File: config.mk
export PLATFORM = sky130hd
export DESIGN_NAME = char_lcd_write_sequencer
export DESIGN_NICKNAME = d
export VERILOG_FILES = /design/src/hw/rtl/lcdws_pkg.sv /design/src/hw/rtl/lcdws_datapath.sv /design/src/hw/rtl/lcdws_ctrl.sv /design/src/hw/rtl/char_lcd_write_sequencer.sv
export VERILOG_INCLUDE_DIRS = /design/src /design/src/hw/rtl
export SDC_FILE = /design/constraint.sdc
export NUM_CORES = 1
export LEC_CHECK = 0
export ABC_AREA = 1
export BUFFER_PORTS_ARGS = -buffer_cell sky130_fd_sc_hd__buf_2
export CAP_MARGIN = 40
export CORE_MARGIN = 2
export CORE_UTILIZATION = 40
export DETAILED_ROUTE_END_ITERATION = 12
export SYNTH_ARGS = -nofsm -noshare
export SYNTH_HDL_FRONTEND = slang
export SYNTH_SLANG_ARGS = --single-unit
export TNS_END_PERCENT = 10
File: constraint.sdc
create_clock -name i_clk -period 3.15 [get_ports i_clk]
set_input_delay 0.4725 -clock i_clk [delete_from_list [all_inputs] [get_ports i_clk]]
set_output_delay 0.4725 -clock i_clk [all_outputs]
set_load 0.01 [all_outputs]
File: src/hw/rtl/assert_macros.svh
// ----------------------------------------------------------------------------
// assert_macros.svh
// Shared concurrent assertion macros, clocked on i_clk, off during reset.
// ----------------------------------------------------------------------------
`ifndef ASSERT_MACROS_SVH
`define ASSERT_MACROS_SVH

// Check that a condition holds at every clock edge
`define ASSERT_ALWAYS(lbl, cond, msg) \
    lbl: assert property (@(posedge i_clk) disable iff (!i_rst_n) (cond)) \
        else $error(msg);

// Check a consequence in the same cycle
`define ASSERT_IMPL(lbl, ante, cons, msg) \
    lbl: assert property (@(posedge i_clk) disable iff (!i_rst_n) (ante) |-> (cons)) \
        else $error(msg);

// Check a consequence in the following cycle
`define ASSERT_NEXT(lbl, ante, cons, msg) \
    lbl: assert property (@(posedge i_clk) disable iff (!i_rst_n) (ante) |=> (cons)) \
        else $error(msg);

`endif

File: src/hw/rtl/lcdws_pkg.sv
// ----------------------------------------------------------------------------
// lcdws_pkg
// Shared types, constants and helpers of the character LCD write sequencer.
// ----------------------------------------------------------------------------
package lcdws_pkg;

    // Display line length and width of the remaining-character count
    localparam int LINE_CHARS = 16;
    localparam int REM_W      = $clog2(LINE_CHARS + 1);

    // Request opcodes
    localparam logic [1:0] OP_INIT = 2'd0;
    localparam logic [1:0] OP_CMD  = 2'd1;
    localparam logic [1:0] OP_CHAR = 2'd2;
    localparam logic [1:0] OP_TEXT = 2'd3;

    // Configuration register indexes
    localparam logic [1:0] CFG_SHORT_WAIT = 2'd0;
    localparam logic [1:0] CFG_LONG_WAIT  = 2'd1;
    localparam logic [1:0] CFG_CHAR_WAIT  = 2'd2;

    // Configuration reset values
    localparam logic [15:0] SHORT_WAIT_RST = 16'd50;
    localparam logic [15:0] LONG_WAIT_RST  = 16'd2000;
    localparam logic [15:0] CHAR_WAIT_RST  = 16'd40;

    // Power-on sequence timing and bytes
    localparam logic [15:0] INIT_WAIT_US = 16'd15000;
    localparam logic [15:0] RAW1_WAIT_US = 16'd5000;
    localparam logic [15:0] RAW2_WAIT_US = 16'd150;
    localparam logic [7:0]  CMD_FUNC_SET = 8'h38;
    localparam logic [7:0]  CMD_DISP_ON  = 8'h0C;
    localparam logic [7:0]  CMD_ENTRY    = 8'h06;
    localparam logic [7:0]  CMD_CLEAR    = 8'h01;
    localparam logic [7:0]  CMD_LONG_MSK = 8'hFC;
    localparam logic [7:0]  CMD_DDRAM    = 8'h80;
    localparam logic [7:0]  ROW1_OFFSET  = 8'h40;
    localparam logic [7:0]  CHAR_SPACE   = 8'h20;

    // Init sequence steps
    localparam int          INIT_STEPS  = 7;
    localparam int          STEP_W      = $clog2(INIT_STEPS);
    localparam logic [STEP_W-1:0] STEP_WAIT   = STEP_W'(0);
    localparam logic [STEP_W-1:0] STEP_RAW1   = STEP_W'(1);
    localparam logic [STEP_W-1:0] STEP_RAW2   = STEP_W'(2);
    localparam logic [STEP_W-1:0] STEP_FUNC   = STEP_W'(3);
    localparam logic [STEP_W-1:0] STEP_DISP   = STEP_W'(4);
    localparam logic [STEP_W-1:0] STEP_ENTRY  = STEP_W'(5);
    localparam logic [STEP_W-1:0] STEP_LAST   = STEP_W'(INIT_STEPS - 1);

    // Kind of result beat the datapath builds
    typedef enum logic [2:0] {
        K_INIT,
        K_CMD,
        K_CHAR,
        K_POS,
        K_TCHAR,
        K_PAD
    } t_kind;

    // Controller to datapath command
    typedef struct packed {
        logic              load;   // latch the accepted input beat
        logic              plan;   // evaluate text item and update string state
        logic              emit;   // load a result beat into the output register
        t_kind             kind;
        logic [STEP_W-1:0] step;
        logic              last;
    } t_ctrl_cmd;

    // Datapath to controller status
    typedef struct packed {
        logic [1:0] op;
        logic       out_free;
        logic       do_pos;
        logic       do_char;
        logic       do_pad;
        logic       rem_zero;
        logic       rem_one;
    } t_dp_status;

    // Instruction settle time: clear and home take the long wait
    function automatic logic [15:0] cmd_wait(input logic [7:0] cmd,
                                             input logic [15:0] short_w,
                                             input logic [15:0] long_w);
        return ((cmd & CMD_LONG_MSK) != 8'h00) ? short_w : long_w;
    endfunction

endpackage

File: src/hw/rtl/lcdws_datapath.sv
// ----------------------------------------------------------------------------
// lcdws_datapath
// Configuration, item latch, string state and output beat register.
// ----------------------------------------------------------------------------
module lcdws_datapath
    import lcdws_pkg::*;
(
    input  logic        i_clk,
    input  logic        i_rst_n,
    input  logic        i_cfg_wr_en,
    input  logic [1:0]  i_cfg_index,
    input  logic [15:0] i_cfg_wdata,
    input  logic [15:0] i_item_data,
    input  logic [1:0]  i_item_op,
    input  logic        i_item_last,
    input  t_ctrl_cmd   i_cmd,
    output t_dp_status  o_sts,
    input  logic        i_out_ready,
    output logic        o_out_valid,
    output logic        o_out_strobe,
    output logic        o_out_rs,
    output logic [7:0]  o_out_data,
    output logic [15:0] o_out_wait,
    output logic        o_out_last
);

    // Configuration registers
    logic [15:0] r_short_wait, r_long_wait, r_char_wait;

    // Latched item
    logic [1:0] r_op;
    logic [7:0] r_byte;
    logic [1:0] r_row;
    logic [4:0] r_col;
    logic       r_fill;
    logic       r_last;

    // String state and plan flags
    logic             r_str_active, r_str_term, r_str_rej;
    logic [REM_W-1:0] r_rem;
    logic             r_do_pos, r_do_char, r_do_pad;

    // Output beat
    logic        r_o_valid, r_o_strobe, r_o_rs, r_o_last;
    logic [7:0]  r_o_data;
    logic [15:0] r_o_wait;

    // Plan evaluation
    logic             p_rej, p_term, p_live, p_nul, p_char;
    logic [REM_W-1:0] p_rem0, p_rem1;
    logic [7:0]       pos_byte;

    // Beat under construction
    logic        b_strobe, b_rs;
    logic [7:0]  b_data;
    logic [15:0] b_wait;
    logic        out_free;

    assign out_free = !r_o_valid || i_out_ready;

    // Evaluate the text item against the string state
    always_comb begin
        if (!r_str_active) begin
            p_rej  = (32'(r_col) > 32'(LINE_CHARS - 1)) || (r_row > 2'd1);
            p_term = 1'b0;
            p_rem0 = p_rej ? '0 : (r_fill ? REM_W'(LINE_CHARS)
                                          : REM_W'(LINE_CHARS) - REM_W'(r_col));
        end else begin
            p_rej  = r_str_rej;
            p_term = r_str_term;
            p_rem0 = r_rem;
        end
        p_live = !p_rej && !p_term;
        p_nul  = (r_byte == 8'h00);
        p_char = p_live && !p_nul && (p_rem0 != '0);
        p_rem1 = p_rem0 - REM_W'(p_char);
    end

    assign pos_byte = CMD_DDRAM | (((r_row == 2'd1) ? ROW1_OFFSET : 8'h00) + 8'(r_col));

    // Build the result beat for the requested kind
    always_comb begin
        b_strobe = 1'b1;
        b_rs     = 1'b0;
        b_data   = 8'h00;
        b_wait   = 16'h0000;
        case (i_cmd.kind)
            K_INIT: begin
                case (i_cmd.step)
                    STEP_WAIT: begin
                        b_strobe = 1'b0;
                        b_wait   = INIT_WAIT_US;
                    end
                    STEP_RAW1: begin
                        b_data = CMD_FUNC_SET;
                        b_wait = RAW1_WAIT_US;
                    end
                    STEP_RAW2: begin
                        b_data = CMD_FUNC_SET;
                        b_wait = RAW2_WAIT_US;
                    end
                    STEP_FUNC:  b_data = CMD_FUNC_SET;
                    STEP_DISP:  b_data = CMD_DISP_ON;
                    STEP_ENTRY: b_data = CMD_ENTRY;
                    default:    b_data = CMD_CLEAR;
                endcase
                if (i_cmd.step > STEP_RAW2) begin
                    b_wait = cmd_wait(b_data, r_short_wait, r_long_wait);
                end
            end
            K_CMD: begin
                b_data = r_byte;
                b_wait = cmd_wait(r_byte, r_short_wait, r_long_wait);
            end
            K_POS: begin
                b_data = pos_byte;
                b_wait = cmd_wait(pos_byte, r_short_wait, r_long_wait);
            end
            K_PAD: begin
                b_rs   = 1'b1;
                b_data = CHAR_SPACE;
                b_wait = r_char_wait;
            end
            default: begin
                b_rs   = 1'b1;
                b_data = r_byte;
                b_wait = r_char_wait;
            end
        endcase
    end

    // Configuration writes
    always_ff @(posedge i_clk) begin
        if (!i_rst_n) begin
            r_short_wait <= SHORT_WAIT_RST;
            r_long_wait  <= LONG_WAIT_RST;
            r_char_wait  <= CHAR_WAIT_RST;
        end else if (i_cfg_wr_en) begin
            case (i_cfg_index)
                CFG_SHORT_WAIT: r_short_wait <= i_cfg_wdata;
                CFG_LONG_WAIT:  r_long_wait  <= i_cfg_wdata;
                CFG_CHAR_WAIT:  r_char_wait  <= i_cfg_wdata;
                default: ;
            endcase
        end
    end

    // Latch the accepted item
    always_ff @(posedge i_clk) begin
        if (i_cmd.load) begin
            r_op   <= i_item_op;
            r_byte <= i_item_data[7:0];
            r_row  <= i_item_data[9:8];
            r_col  <= i_item_data[14:10];
            r_fill <= i_item_data[15];
            r_last <= i_item_last;
        end
    end

    // Update string state: plan, then drain flags and count while emitting
    always_ff @(posedge i_clk) begin
        if (!i_rst_n) begin
            r_str_active <= 1'b0;
            r_str_term   <= 1'b0;
            r_str_rej    <= 1'b0;
            r_rem        <= '0;
            r_do_pos     <= 1'b0;
            r_do_char    <= 1'b0;
            r_do_pad     <= 1'b0;
        end else if (i_cmd.plan) begin
            r_str_active <= !r_last;
            r_str_term   <= !r_last && (p_term || (p_live && p_nul));
            r_str_rej    <= !r_last && p_rej;
            r_rem        <= p_rem1;
            r_do_pos     <= !r_str_active && !p_rej;
            r_do_char    <= p_char;
            r_do_pad     <= p_live && (p_nul || r_last);
        end else if (i_cmd.emit) begin
            case (i_cmd.kind)
                K_POS:   r_do_pos  <= 1'b0;
                K_TCHAR: r_do_char <= 1'b0;
                K_PAD:   r_rem     <= r_rem - REM_W'(1);
                default: ;
            endcase
        end
    end

    // Output beat register
    always_ff @(posedge i_clk) begin
        if (!i_rst_n) begin
            r_o_valid <= 1'b0;
        end else if (i_cmd.emit) begin
            r_o_valid <= 1'b1;
        end else if (i_out_ready) begin
            r_o_valid <= 1'b0;
        end
    end

    always_ff @(posedge i_clk) begin
        if (i_cmd.emit) begin
            r_o_strobe <= b_strobe;
            r_o_rs     <= b_rs;
            r_o_data   <= b_data;
            r_o_wait   <= b_wait;
            r_o_last   <= i_cmd.last;
        end
    end

    assign o_out_valid  = r_o_valid;
    assign o_out_strobe = r_o_strobe;
    assign o_out_rs     = r_o_rs;
    assign o_out_data   = r_o_data;
    assign o_out_wait   = r_o_wait;
    assign o_out_last   = r_o_last;

    assign o_sts.op       = r_op;
    assign o_sts.out_free = out_free;
    assign o_sts.do_pos   = r_do_pos;
    assign o_sts.do_char  = r_do_char;
    assign o_sts.do_pad   = r_do_pad;
    assign o_sts.rem_zero = (r_rem == '0);
    assign o_sts.rem_one  = (r_rem == REM_W'(1));

`include "assert_macros.svh"

    `ASSERT_ALWAYS(a_rem_bound, 32'(r_rem) <= LINE_CHARS, "remaining count above line length")
    `ASSERT_IMPL(a_pad_nonzero, i_cmd.emit && (i_cmd.kind == K_PAD), r_rem != '0, "pad with empty count")
    `ASSERT_IMPL(a_rej_empty, r_str_rej, r_rem == '0, "rejected string holds a count")

endmodule

File: src/hw/rtl/lcdws_ctrl.sv
// ----------------------------------------------------------------------------
// lcdws_ctrl
// Sequencer state machine: accepts one request and steps out its beats.
// ----------------------------------------------------------------------------
module lcdws_ctrl
    import lcdws_pkg::*;
(
    input  logic       i_clk,
    input  logic       i_rst_n,
    input  logic       i_in_valid,
    output logic       o_in_ready,
    input  t_dp_status i_sts,
    output t_ctrl_cmd  o_cmd
);

    typedef enum logic [2:0] {
        S_IDLE,
        S_DECODE,
        S_INIT,
        S_SINGLE,
        S_TEXT
    } t_state;

    t_state            r_state, n_state;
    logic [STEP_W-1:0] r_step, n_step;
    logic              r_ready, n_ready;
    logic              accept, pad_left;

    assign accept   = i_in_valid && r_ready;
    assign pad_left = i_sts.do_pad && !i_sts.rem_zero;

    // Next state and datapath command
    always_comb begin
        n_state    = r_state;
        n_step     = r_step;
        o_cmd      = '0;
        o_cmd.kind = K_CMD;
        o_cmd.step = r_step;
        o_cmd.load = accept;
        case (r_state)
            S_IDLE: begin
                if (accept) n_state = S_DECODE;
            end
            S_DECODE: begin
                case (i_sts.op)
                    OP_INIT: begin
                        n_state = S_INIT;
                        n_step  = STEP_WAIT;
                    end
                    OP_TEXT: begin
                        o_cmd.plan = 1'b1;
                        n_state    = S_TEXT;
                    end
                    default: n_state = S_SINGLE;
                endcase
            end
            S_INIT: begin
                o_cmd.kind = K_INIT;
                o_cmd.last = (r_step == STEP_LAST);
                if (i_sts.out_free) begin
                    o_cmd.emit = 1'b1;
                    n_step     = r_step + STEP_W'(1);
                    if (r_step == STEP_LAST) n_state = S_IDLE;
                end
            end
            S_SINGLE: begin
                o_cmd.kind = (i_sts.op == OP_CMD) ? K_CMD : K_CHAR;
                o_cmd.last = 1'b1;
                if (i_sts.out_free) begin
                    o_cmd.emit = 1'b1;
                    n_state    = S_IDLE;
                end
            end
            S_TEXT: begin
                if (i_sts.do_pos) begin
                    o_cmd.kind = K_POS;
                    o_cmd.last = !i_sts.do_char && !pad_left;
                    o_cmd.emit = i_sts.out_free;
                end else if (i_sts.do_char) begin
                    o_cmd.kind = K_TCHAR;
                    o_cmd.last = !pad_left;
                    o_cmd.emit = i_sts.out_free;
                end else if (pad_left) begin
                    o_cmd.kind = K_PAD;
                    o_cmd.last = i_sts.rem_one;
                    o_cmd.emit = i_sts.out_free;
                end else begin
                    n_state = S_IDLE;
                end
            end
            default: n_state = S_IDLE;
        endcase
        n_ready = (n_state == S_IDLE);
    end

    // Hold state, init step and input ready
    always_ff @(posedge i_clk) begin
        if (!i_rst_n) begin
            r_state <= S_IDLE;
            r_step  <= STEP_WAIT;
            r_ready <= 1'b1;
        end else begin
            r_state <= n_state;
            r_step  <= n_step;
            r_ready <= n_ready;
        end
    end

    assign o_in_ready = r_ready;

`include "assert_macros.svh"

    `ASSERT_NEXT(a_one_item, accept, !r_ready, "second item taken while busy")
    `ASSERT_IMPL(a_emit_free, o_cmd.emit, i_sts.out_free, "beat loaded into full output register")
    `ASSERT_NEXT(a_last_ends, o_cmd.emit && o_cmd.last, !o_cmd.emit, "beat after final beat of item")

endmodule

File: src/hw/rtl/char_lcd_write_sequencer.sv
// ----------------------------------------------------------------------------
// char_lcd_write_sequencer
// Turns requests into timed 8-bit character LCD bus writes.
// ----------------------------------------------------------------------------
// One request is taken at a time. After a request is accepted, a decode
// state decodes it (and evaluates the string state for a text item), then
// one result beat is loaded per cycle into the single output register
// while that register is free. The input is ready for the next request
// once the sequencer is back in idle: after init (7 beats), a command or
// a character (1 beat), or a text item (0 to 17 beats), which first finds
// nothing left to send. A stall on the output side, holding a loaded beat,
// delays the return to idle. Each beat carries an enable flag, the
// register select, the bus byte and the hold-off in microseconds.
// ----------------------------------------------------------------------------
module char_lcd_write_sequencer
    import lcdws_pkg::*;
(
    input  logic        i_clk,
    input  logic        i_rst_n,
    // configuration write port
    input  logic        i_cfg_wr_en,
    input  logic [1:0]  i_cfg_index,
    input  logic [15:0] i_cfg_wdata,
    // request stream
    input  logic        s_axis_tvalid,
    output logic        s_axis_tready,
    input  logic [15:0] s_axis_tdata,  // payload_byte[7:0], row[9:8], column[14:10], fill_line[15]
    input  logic [1:0]  s_axis_tuser,  // opcode[1:0]
    input  logic        s_axis_tlast,
    // bus write stream
    output logic        m_axis_tvalid,
    input  logic        m_axis_tready,
    output logic [23:0] m_axis_tdata,  // bus_data[7:0], wait_us[23:8]
    output logic [1:0]  m_axis_tuser,  // strobe_res[0], register_select[1]
    output logic        m_axis_tlast
);

    t_ctrl_cmd   cmd;
    t_dp_status  sts;
    logic        out_strobe, out_rs;
    logic [7:0]  out_data;
    logic [15:0] out_wait;

    // Sequencer control
    lcdws_ctrl u_ctrl (
        .i_clk      (i_clk),
        .i_rst_n    (i_rst_n),
        .i_in_valid (s_axis_tvalid),
        .o_in_ready (s_axis_tready),
        .i_sts      (sts),
        .o_cmd      (cmd)
    );

    // Datapath and output register
    lcdws_datapath u_dp (
        .i_clk        (i_clk),
        .i_rst_n      (i_rst_n),
        .i_cfg_wr_en  (i_cfg_wr_en),
        .i_cfg_index  (i_cfg_index),
        .i_cfg_wdata  (i_cfg_wdata),
        .i_item_data  (s_axis_tdata),
        .i_item_op    (s_axis_tuser),
        .i_item_last  (s_axis_tlast),
        .i_cmd        (cmd),
        .o_sts        (sts),
        .i_out_ready  (m_axis_tready),
        .o_out_valid  (m_axis_tvalid),
        .o_out_strobe (out_strobe),
        .o_out_rs     (out_rs),
        .o_out_data   (out_data),
        .o_out_wait   (out_wait),
        .o_out_last   (m_axis_tlast)
    );

    // Pack output beat
    assign m_axis_tdata = {out_wait, out_data};
    assign m_axis_tuser = {out_rs, out_strobe};

endmodule

# After elaboration in Yosys (flattened, before gate mapping)
# Cells that the tools add are included.
# totals
register_bits	113
inputBits	42
out_inout_bits	29
word_cells	156
# op_classes
addsub	5
magnitude_cmp	3
eq_ne	22
muxes	51
n_reduce_logical	50
# op_table
cell	n
$mux 16	3
$pmux 16 s3	1
$pmux 14 s3	1
$mux 5	6
$mux 3	9
$pmux 6 s4	1
$pmux 8 s3	1
$eq 3x3->1 const B	6
$mux 1	18
$reduce_bool 8->1	2
$eq 3x2->1 const B	5
$pmux 3 s5	1
$logic_not 3->1	4
$mux 4	3
$pmux 3 s2	2
$pmux 4 s3	1
$reduce_and 2->1	6
$reduce_bool 2->1	6
$logic_and 1x1->1	11
$eq 3x1->1 const B	3
$logic_not 1->1	9
$logic_not 8->1	1
$mux 8	1
$add 7x5->7	1
21 further kinds	29

# Longest topological paths before layout
# Gate-level depths: netlist of the first run.
# logic_depth
ltp_word	13
depth_mapped	20
depth_no_buf	20

# Modules after synthesis
# From an unflattened synthesis of the first run, not the netlist that was laid out.
# unflattened
hier_cells	689
area_unflattened_um2	5467.7
# modules_own_cells
mod	n_inst	cells_each	area_per_inst_um2	seq_area_each_um2
lcdws_datapath	1	599	4904.7	2582.5
lcdws_ctrl	1	88	548.0	140.1
char_lcd_write_sequencer	1	2	15.0	0.0

# Worst setup path before layout of the first run
# OpenSTA, ideal clock, no wires.
# synth_timing
path_kind	register -> register
startpoint	reg u_dp.r_col[0]
endpoint	reg u_dp.r_rem[4]
setup_time_ns	0.121
arrival_ns	2.157
t_required_ns	3.029
path_slack_ns	0.872
stages_incl_launch_ff	19
path_buffers	0
period_less_slack_ns	2.278
path_cell_list	edfxtp_1 -> inv_1 -> ha_1 -> nand2_1 -> o21ai_0 -> nand3b_1 -> nand2_1 -> nand2_1 -> nor2_1 -> nand3_1 -> and2_1 -> ha_1 -> ha_1 -> nand3_1 -> nor2_1 -> nand2_1 -> nand3_1 -> nand2_1 -> a21oi_1
# synth_between
elab_chain_len	9
word_cells_on_any_way	14
classes_between	2 x add/sub; 1 x order compare; 5 x mux; 6 x reduce/logical
# synth_rtl
item	line_no	rtl
start: declaration	lcdws_datapath.sv:34	logic [4:0] r_col;
start signal: assignment	lcdws_datapath.sv:154	r_col <= i_item_data[14:10];
parallel branches: the longest is 7 deep, another holds $sub 5x5->5	-	
$sub 5x1->5 (*)	lcdws_datapath.sv:76	p_rem1 = p_rem0 - REM_W'(p_char);
$mux 5 (*)	lcdws_datapath.sv:170	end else if (i_cmd.plan) begin
end signal: assignment	lcdws_datapath.sv:174	r_rem <= p_rem1;
end signal: assignment	lcdws_datapath.sv:182	K_PAD: r_rem <= r_rem - REM_W'(1);
end: declaration	lcdws_datapath.sv:40	logic [REM_W-1:0] r_rem;
# Every way passes the cells marked *.
# A chain may end at the register's enable or synchronous reset.

# Worst setup path after layout of the first run
# Same ends and word-level chain as after synthesis.

==> impl_metrics.yaml, run 1 <==
routing:
  drt-total-wl_um: 14300
  drt_pass_1_iters: 5
  postRouteAntennaNets: 0
  violation_count_after_the_first_detailed_routing_iteration: 399
  detail_route.drc_violations: 0
  vias_per_cell: 5.217
  wl_per_cell_um: 15.07
  routed-via-count: 4951
place:
  place_inst: 917
  place.detailed.hpwl_um: 9773
  gp_congestion: 0.8794
  detailedPlace.worstSlack_ns: 0.5361
  placed_area_sq_um: 6113
  portBuffers: 70
critical_path:
  crit_path_start_kind: "flip-flop"
  critical_path_required_ns: 3.44
  worstSetupEndpointType: "flip-flop"
  critical_path_arrival_ns: 2.94
  crit_reg_reg_startpoint: "u_dp.r_col[0]"
  critical_path.reg2reg.endpoint: "u_dp.r_rem[4]"
  reg2reg_setup_slack_ns: 0.50
  critPathKind: "reg -> reg"
  cp_max_fo: 5
  reg2regPathDepth: 18
floorplan:
  initial_utilization: 0.4055
  dieArea_sq_um: 14920
  pin_count: 71
  placementRows: 43
  chipWidth_um: 122.2
  fp.dieH_um: 122.2
  coreArea_sq_um: 13770
cells_and_area:
  finalInstanceArea_sq_um: 6735
  finish.cell_count_without_fillers: 949
  layout_commonest_cell: "nand2_1"
  num-fill-cells: 1341
  area_growth_pct: 20.59
  final_layout_size_suffix_gt1_frac: 0.1821
  finalNetCount: 814
  layout.cells.most_common_list: "nand2_1 (155), nor2_1 (86), buf_2 (70), dfxtp_1 (67)"
  diodes_inserted: 0
timing:
  grt_setup_unrepaired: "false"
  slew-limit-headroom: 0.5623
  finalHoldViolCount: 0
  setup_viol: 0
  worst_pin_slew_ns: 0.6559
  final.setup_skew_ns: 0.009856
  drv_slew: 0
  setup_slack_ns: 0.4982
  fin_crit_sh: 0.8418
  timing.final.crit_period_ns: 2.652
  totalNegativeSetupSlack_ns: 0
  maximum_clock_frequency_mhz: 377.1
yosys:
  syn-cell-area_sq_um: 5585
  synth.net_count: 741
  postSynthRegisterBits: 113
  synth-async-reset-ratio: 0
  number_of_enable_flip_flop_cells_after_synthesis: 46
  synthFlopType: "dfxtp_1"
  synth-seq-area-share: 0.4875
  post_synth.cell_area_avg_sq_um: 8.178
  synth.distinct_cells: 41
  number_of_instances_in_the_synthesized_netlist: 683
  ys_warn_count: 0
clocking:
  cts_tree: "built"
  cts.hold.buffers_added: 0
  postCtsSetupRepairBufs: 0
  cts_made_buffers: 17
  clock_slew_seen_by_the_registers_of_the_worst_setup_and_hold_paths_ns: 0.05
  postCtsResizedCells: 0
  cts_sinks: 113
  worstSkewPairLatency_ns: 0.42
  htree_levels: 4
  clock_tree.root_cell: "clkbuf_16"
  cts.path.max_buffers: 2
global_routing:
  via_count_of_the_first_global_routing_pass: 4678
  globalRouteTotalUtil: 0.2004
  largest_net_degree_at_the_start_of_global_routing: 57
  grt_first_pass_wirelength_um: 22960
  global_route.overflow_total: 0
  number_of_antenna_violations_at_the_first_check_in_global_routing: 0
flow_run:
  max_cap_violations: 0
pwr:
  leakagePower_nw: 2.954
  max-vdd-ir-drop_mv: 0.2930
  powerDensity_nw_per_um2: 673.3
hold_path:
  timing.hold.worst_endpoint: "u_dp.r_byte[2]"
  worstHoldStart: "s_axis_tdata[2]"
  hp-class: "in -> reg"
  hold_path_depth: 1
status:
  outcome: "complete, no violations"
-- logic make-up after synthesis --
logic type,after synthesis,share of synthesized area
DFF,113,0.4875
buffers and inverters,91,0.06496
and+or+nand+nor,299,0.2328
xor gates and xnor gates,1,0.001568
AOI/OAI and AO/OA,162,0.1756
adders and majority gates,16,0.03584
muxes,1,0.001792
-- power breakdown --
| part | switching [mW] | internal, mW | leakage, nW |
|---|---|---|---|
| registers | 0.0727 | 1.69 | 0.977 |
| clock network | 0.667 | 1.33 | 0.303 |
| logic | 0.533 | 0.251 | 1.67 |
| total | 1.27 | 3.26 | 2.95 |
-- critical path, stage by stage, from the launching register on --
cell and delay (ns):
edfxtp_1 0.45, inv_1 0.15, ha_1 0.21, nand2_1 0.08, o21ai_0 0.15, nand3b_1 0.10, nand2_1 0.07, nand2_1 0.08
nor2_1 0.09, nand3_1 0.07, and2_1 0.17, ha_1 0.22, ha_1 0.22, nand3_1 0.15, nor2_1 0.07, nand2_1 0.07
nand3_1 0.07, nand2_1 0.07, a21oi_1 0.06
-- worst max path at each step --
| stage | startpoint | endpoint | slack, ns | cells after the start |
|---|---|---|---|---|
| detailed placement | u_dp.r_col[0] | u_dp.r_rem[4] | 0.54 | 18 |
| CTS | u_dp.r_col[0] | u_dp.r_rem[4] | 0.52 | 18 |
| floorplan | u_dp.r_col[0] | u_dp.r_rem[4] | 0.87 | 18 |
| global route | u_dp.r_col[0] | u_dp.r_rem[4] | 0.19 | 17 |
| finish | u_dp.r_col[0] | u_dp.r_rem[4] | 0.50 | 18 |
| global placement | u_dp.r_col[0] | u_dp.r_rem[4] | 0.71 | 18 |
-- sequential cells by signal (all words and copies together) (netlist names), 2 cells and up --
name	flops
u_dp.r_col	5
u_ctrl.r_state	3
u_dp.r_row	2
u_dp.r_short_wait	16
u_dp.o_out_wait	16
u_dp.r_byte	8
u_dp.r_char_wait	16
u_dp.r_long_wait	16
u_ctrl.r_step	3
u_dp.o_out_data	8
u_dp.r_op	2
u_dp.r_rem	5
-- final cells by class --
cell class / instances / area (sq um) / area share
Clock inverter: 7 / 92.59 / 0.01375
Multi-Input combinational cell: 479 / 2500 / 0.3712
Inverter: 66 / 247.7 / 0.03678
Tap cell: 180 / 225.2 / 0.03344
Timing Repair Buffer: 79 / 417.9 / 0.06205
Sequential cell: 113 / 2723 / 0.4042
Clock buffer: 25 / 529.3 / 0.07858
-- synthesized netlist by cell type, drive strengths merged, types with 3 or more instances --
cell / n / area share
nand2: 168 / 0.12
nor2: 92 / 0.067
dfxtp: 67 / 0.24
o21ai: 65 / 0.060
inv: 64 / 0.043
edfxtp: 46 / 0.25
a21oi: 43 / 0.041
o211ai: 28 / 0.038
nand3: 26 / 0.028
clkbuf: 17 / 0.011
ha: 16 / 0.036
o2111ai: 13 / 0.020
buf: 8 / 0.0092
o221ai: 4 / 0.0063
o22ai: 4 / 0.0045
nand3b: 3 / 0.0047
nand4: 3 / 0.0034
nor3: 3 / 0.0027
or2: 3 / 0.0034
-- per-stage QoR --
step / hold WS, ns / utilization / power [mW]
4_1_cts: 0.2119 / 0.4890 / 4.560
3_3_place_gp: 0.4415 / 0.4439 / 2.542
5_1_grt: 0.2126 / 0.4890 / 4.741
2_1_floorplan: 0.4292 / - / 2.305
3_5_place_dp: 0.4510 / 0.4439 / 2.567
6_report: 0.2252 / 0.4890 / 4.535
-- per-layer routing --
layer  part of all wire  up-vias  track usage
met5                  0        -            0
met4              0.021        0      0.08908
met3              0.067       24      0.04448
met2               0.45      160       0.3128
met1               0.46     2307       0.2660
li1                   -     2460            -
(Power assumes the default switching activity.)
==> run 2, diff against run 1 <==
- clock period: 3.15 -> 2.4 ns (I/O delays scaled with it)
==> impl_metrics.yaml, run 2 (synthesis results as in run 1) <==
status:
  outcome: "complete, no violations"
critical_path:
  worstPathCellList: "ha_2 > inv_2 > nand2_2 > inv_2 > nand2_2 > nand2_2 > nor2_2 > nand2_1 > nand2_2 > nor2_1 > nand3_1 > and2_4 > ha_4 > ha_4 > inv_1 > a21oi_1 > a21oi_1 > nand2_1 > a21oi_2"
  critical_path_required_ns: 2.74
  critical_path.reg2reg.endpoint: "u_dp.r_rem[2]"
  critPathKind: "reg -> reg"
  critPathTopFamily: "simple AND/OR/NAND/NOR gates"
  critical_path_arrival_ns: 2.74
  crit_path_start_kind: "flip-flop"
  worstSetupEndpointType: "flip-flop"
  cp_max_fo: 4
  critPathBufInv: 3
  timing.critical_path.slowest_stage_cell: "edfxtp_1"
  crit_cells: 19
  critPathCapture: "u_dp.r_rem[2]"
  reg2regPathDepth: 19
  max_stage_delay_ns: 0.45
  crit_path_frequent_cell: "nand2_2"
  worst_setup_path_startpoint: "u_dp.r_col[1]"
  crit_reg_reg_startpoint: "u_dp.r_col[1]"
  reg2reg_setup_slack_ns: 0.003
clocking:
  cts_tree: "built"
  clock_slew_seen_by_the_registers_of_the_worst_setup_and_hold_paths_ns: 0.05
  worstSkewPairLatency_ns: 0.42
  cts_made_buffers: 17
  clock_tree.root_cell: "clkbuf_16"
  htree_levels: 4
  cts.path.max_buffers: 2
  cts_sinks: 113
timing:
  drv_slew: 0
  maximum_clock_frequency_mhz: 417.2
  grt_setup_unrepaired: "true"
  fin_crit_sh: 0.9988
  final.setup_skew_ns: 0.01630
  timing.final.crit_period_ns: 2.397
  finalHoldViolCount: 0
  setup_viol: 0
  slew-limit-headroom: 0.5841
  worst_pin_slew_ns: 0.6231
floorplan:
  placementRows: 43
  initial_utilization: 0.4055
  fp.dieH_um: 122.2
  chipWidth_um: 122.2
  coreArea_sq_um: 13770
  dieArea_sq_um: 14920
  pin_count: 71
global_routing:
  via_count_of_the_first_global_routing_pass: 4860
  globalRouteTotalUtil: 0.2104
  number_of_antenna_violations_at_the_first_check_in_global_routing: 0
  global_route.overflow_total: 0
  grt_first_pass_wirelength_um: 24090
  largest_net_degree_at_the_start_of_global_routing: 33
cells_and_area:
  final_layout_size_suffix_gt1_frac: 0.2280
  utilization_of_the_core_after_routing: 0.5010
  diodes_inserted: 0
  seqCellArea_sq_um: 2723
  area_growth_pct: 23.54
  finalNetCount: 830
  layout.cells.most_common_list: "nand2_1 (150), nor2_1 (81), buf_2 (70), dfxtp_1 (67), o21ai_0 (57)"
  multi_input_comb_area_sq_um: 2595
  num-fill-cells: 1344
  layout_commonest_cell: "nand2_1"
pwr:
  max-vdd-ir-drop_mv: 0.5779
  finalPower_mw: 5.853
  leakagePower_nw: 3.020
  powerDensity_nw_per_um2: 848.2
routing:
  vias_per_cell: 5.334
  detail_route.drc_violations: 0
  detailroute.wirelength.met3_um: 984
  drt-total-wl_um: 15130
  met2_wirelength_um: 7100
  routed-via-count: 5147
  drt_pass_1_iters: 6
  wl_per_cell_um: 15.67
  routedLengthMet1_um: 6843
  topRoutingLayerUsed: "met4"
  violation_count_after_the_first_detailed_routing_iteration: 399
  postRouteAntennaNets: 0
flow_run:
  max_cap_violations: 0
place:
  place.detailed.hpwl_um: 10110
  portBuffers: 70
  gp_congestion: 0.9337
hold_path:
  hp-class: "in -> reg"
## run 2: cell count changes in the layout (fill, tap and decap cells not counted), sizes merged
cell	before	now
buf	79	95
clkinv	5	7
bufinv	2	1
clkbuf	25	26
clkinvlp	1	0
inv	65	64
## run 2: cell type report
cell class,instances,area share
timing repair buffer,95,0.07797
inverter,66,0.03590
clock buffer,26,0.07525
multi-input combinational,479,0.3761
clock inverter,6,0.007616
tap,180,0.03264
sequential,113,0.3946
## run 2: how the worst min path moves through the flow
stage | to | start | cells after the start
3_5_place_dp | u_dp.r_str_rej | u_dp.r_str_rej | 2
3_3_place_gp | u_dp.r_char_wait[3] | u_dp.r_char_wait[3] | 2
5_1_grt | u_dp.r_byte[3] | s_axis_tdata[3] | 1
6_report | u_dp.r_last | s_axis_tlast | 1
4_1_cts | u_dp.r_last | s_axis_tlast | 1
2_1_floorplan | u_dp.r_char_wait[3] | u_dp.r_char_wait[3] | 2
## run 2: metal layers
| layer | GRT usage | vias up |
|---|---|---|
| met5 | 0 | - |
| met4 | 0.07471 | 0 |
| met3 | 0.05946 | 25 |
| met2 | 0.3390 | 214 |
| met1 | 0.2705 | 2414 |
| li1 | - | 2494 |
## run 2: worst reg2reg max path: cells and delay by family (launching register included)
| family | cells | cell delay [ns] |
|---|---|---|
| simple gates | 10 | 0.83 |
| compound gates | 3 | 0.33 |
| flops | 1 | 0.45 |
| buf+inv | 3 | 0.16 |
| fa+ha+maj | 3 | 0.56 |
## run 2: power breakdown
part	internal, mW	switching [mW]	total, mW
Combinational	0.395	0.756	1.15
Sequential	2.21	0.0963	2.31
Clock	1.57	0.820	2.39
## run 2: what timing repair did
action	in CTS	in global routing
buffers inserted	1	5
hold buffers	0	0
setup endpoints to repair	3	5
pin swaps	6	18
resized for setup	13	17
hold endpoints to repair	0	0
## run 2: metrics by stage
step	cell area [sq um]	setup WS, ns	TNS (ns)	instances	hold slack, ns
finish	6900	0.002882	0	965	0.1220
global route	6900	-0.1609	-0.3804	965	0.1049
CTS	6798	0.01095	0	960	0.1072
detailed placement	6188	-0.1325	-0.2432	927	0.4643
global placement	6188	0.04478	0	927	0.4427
floorplan	5585	0.1222	0	683	0.4292
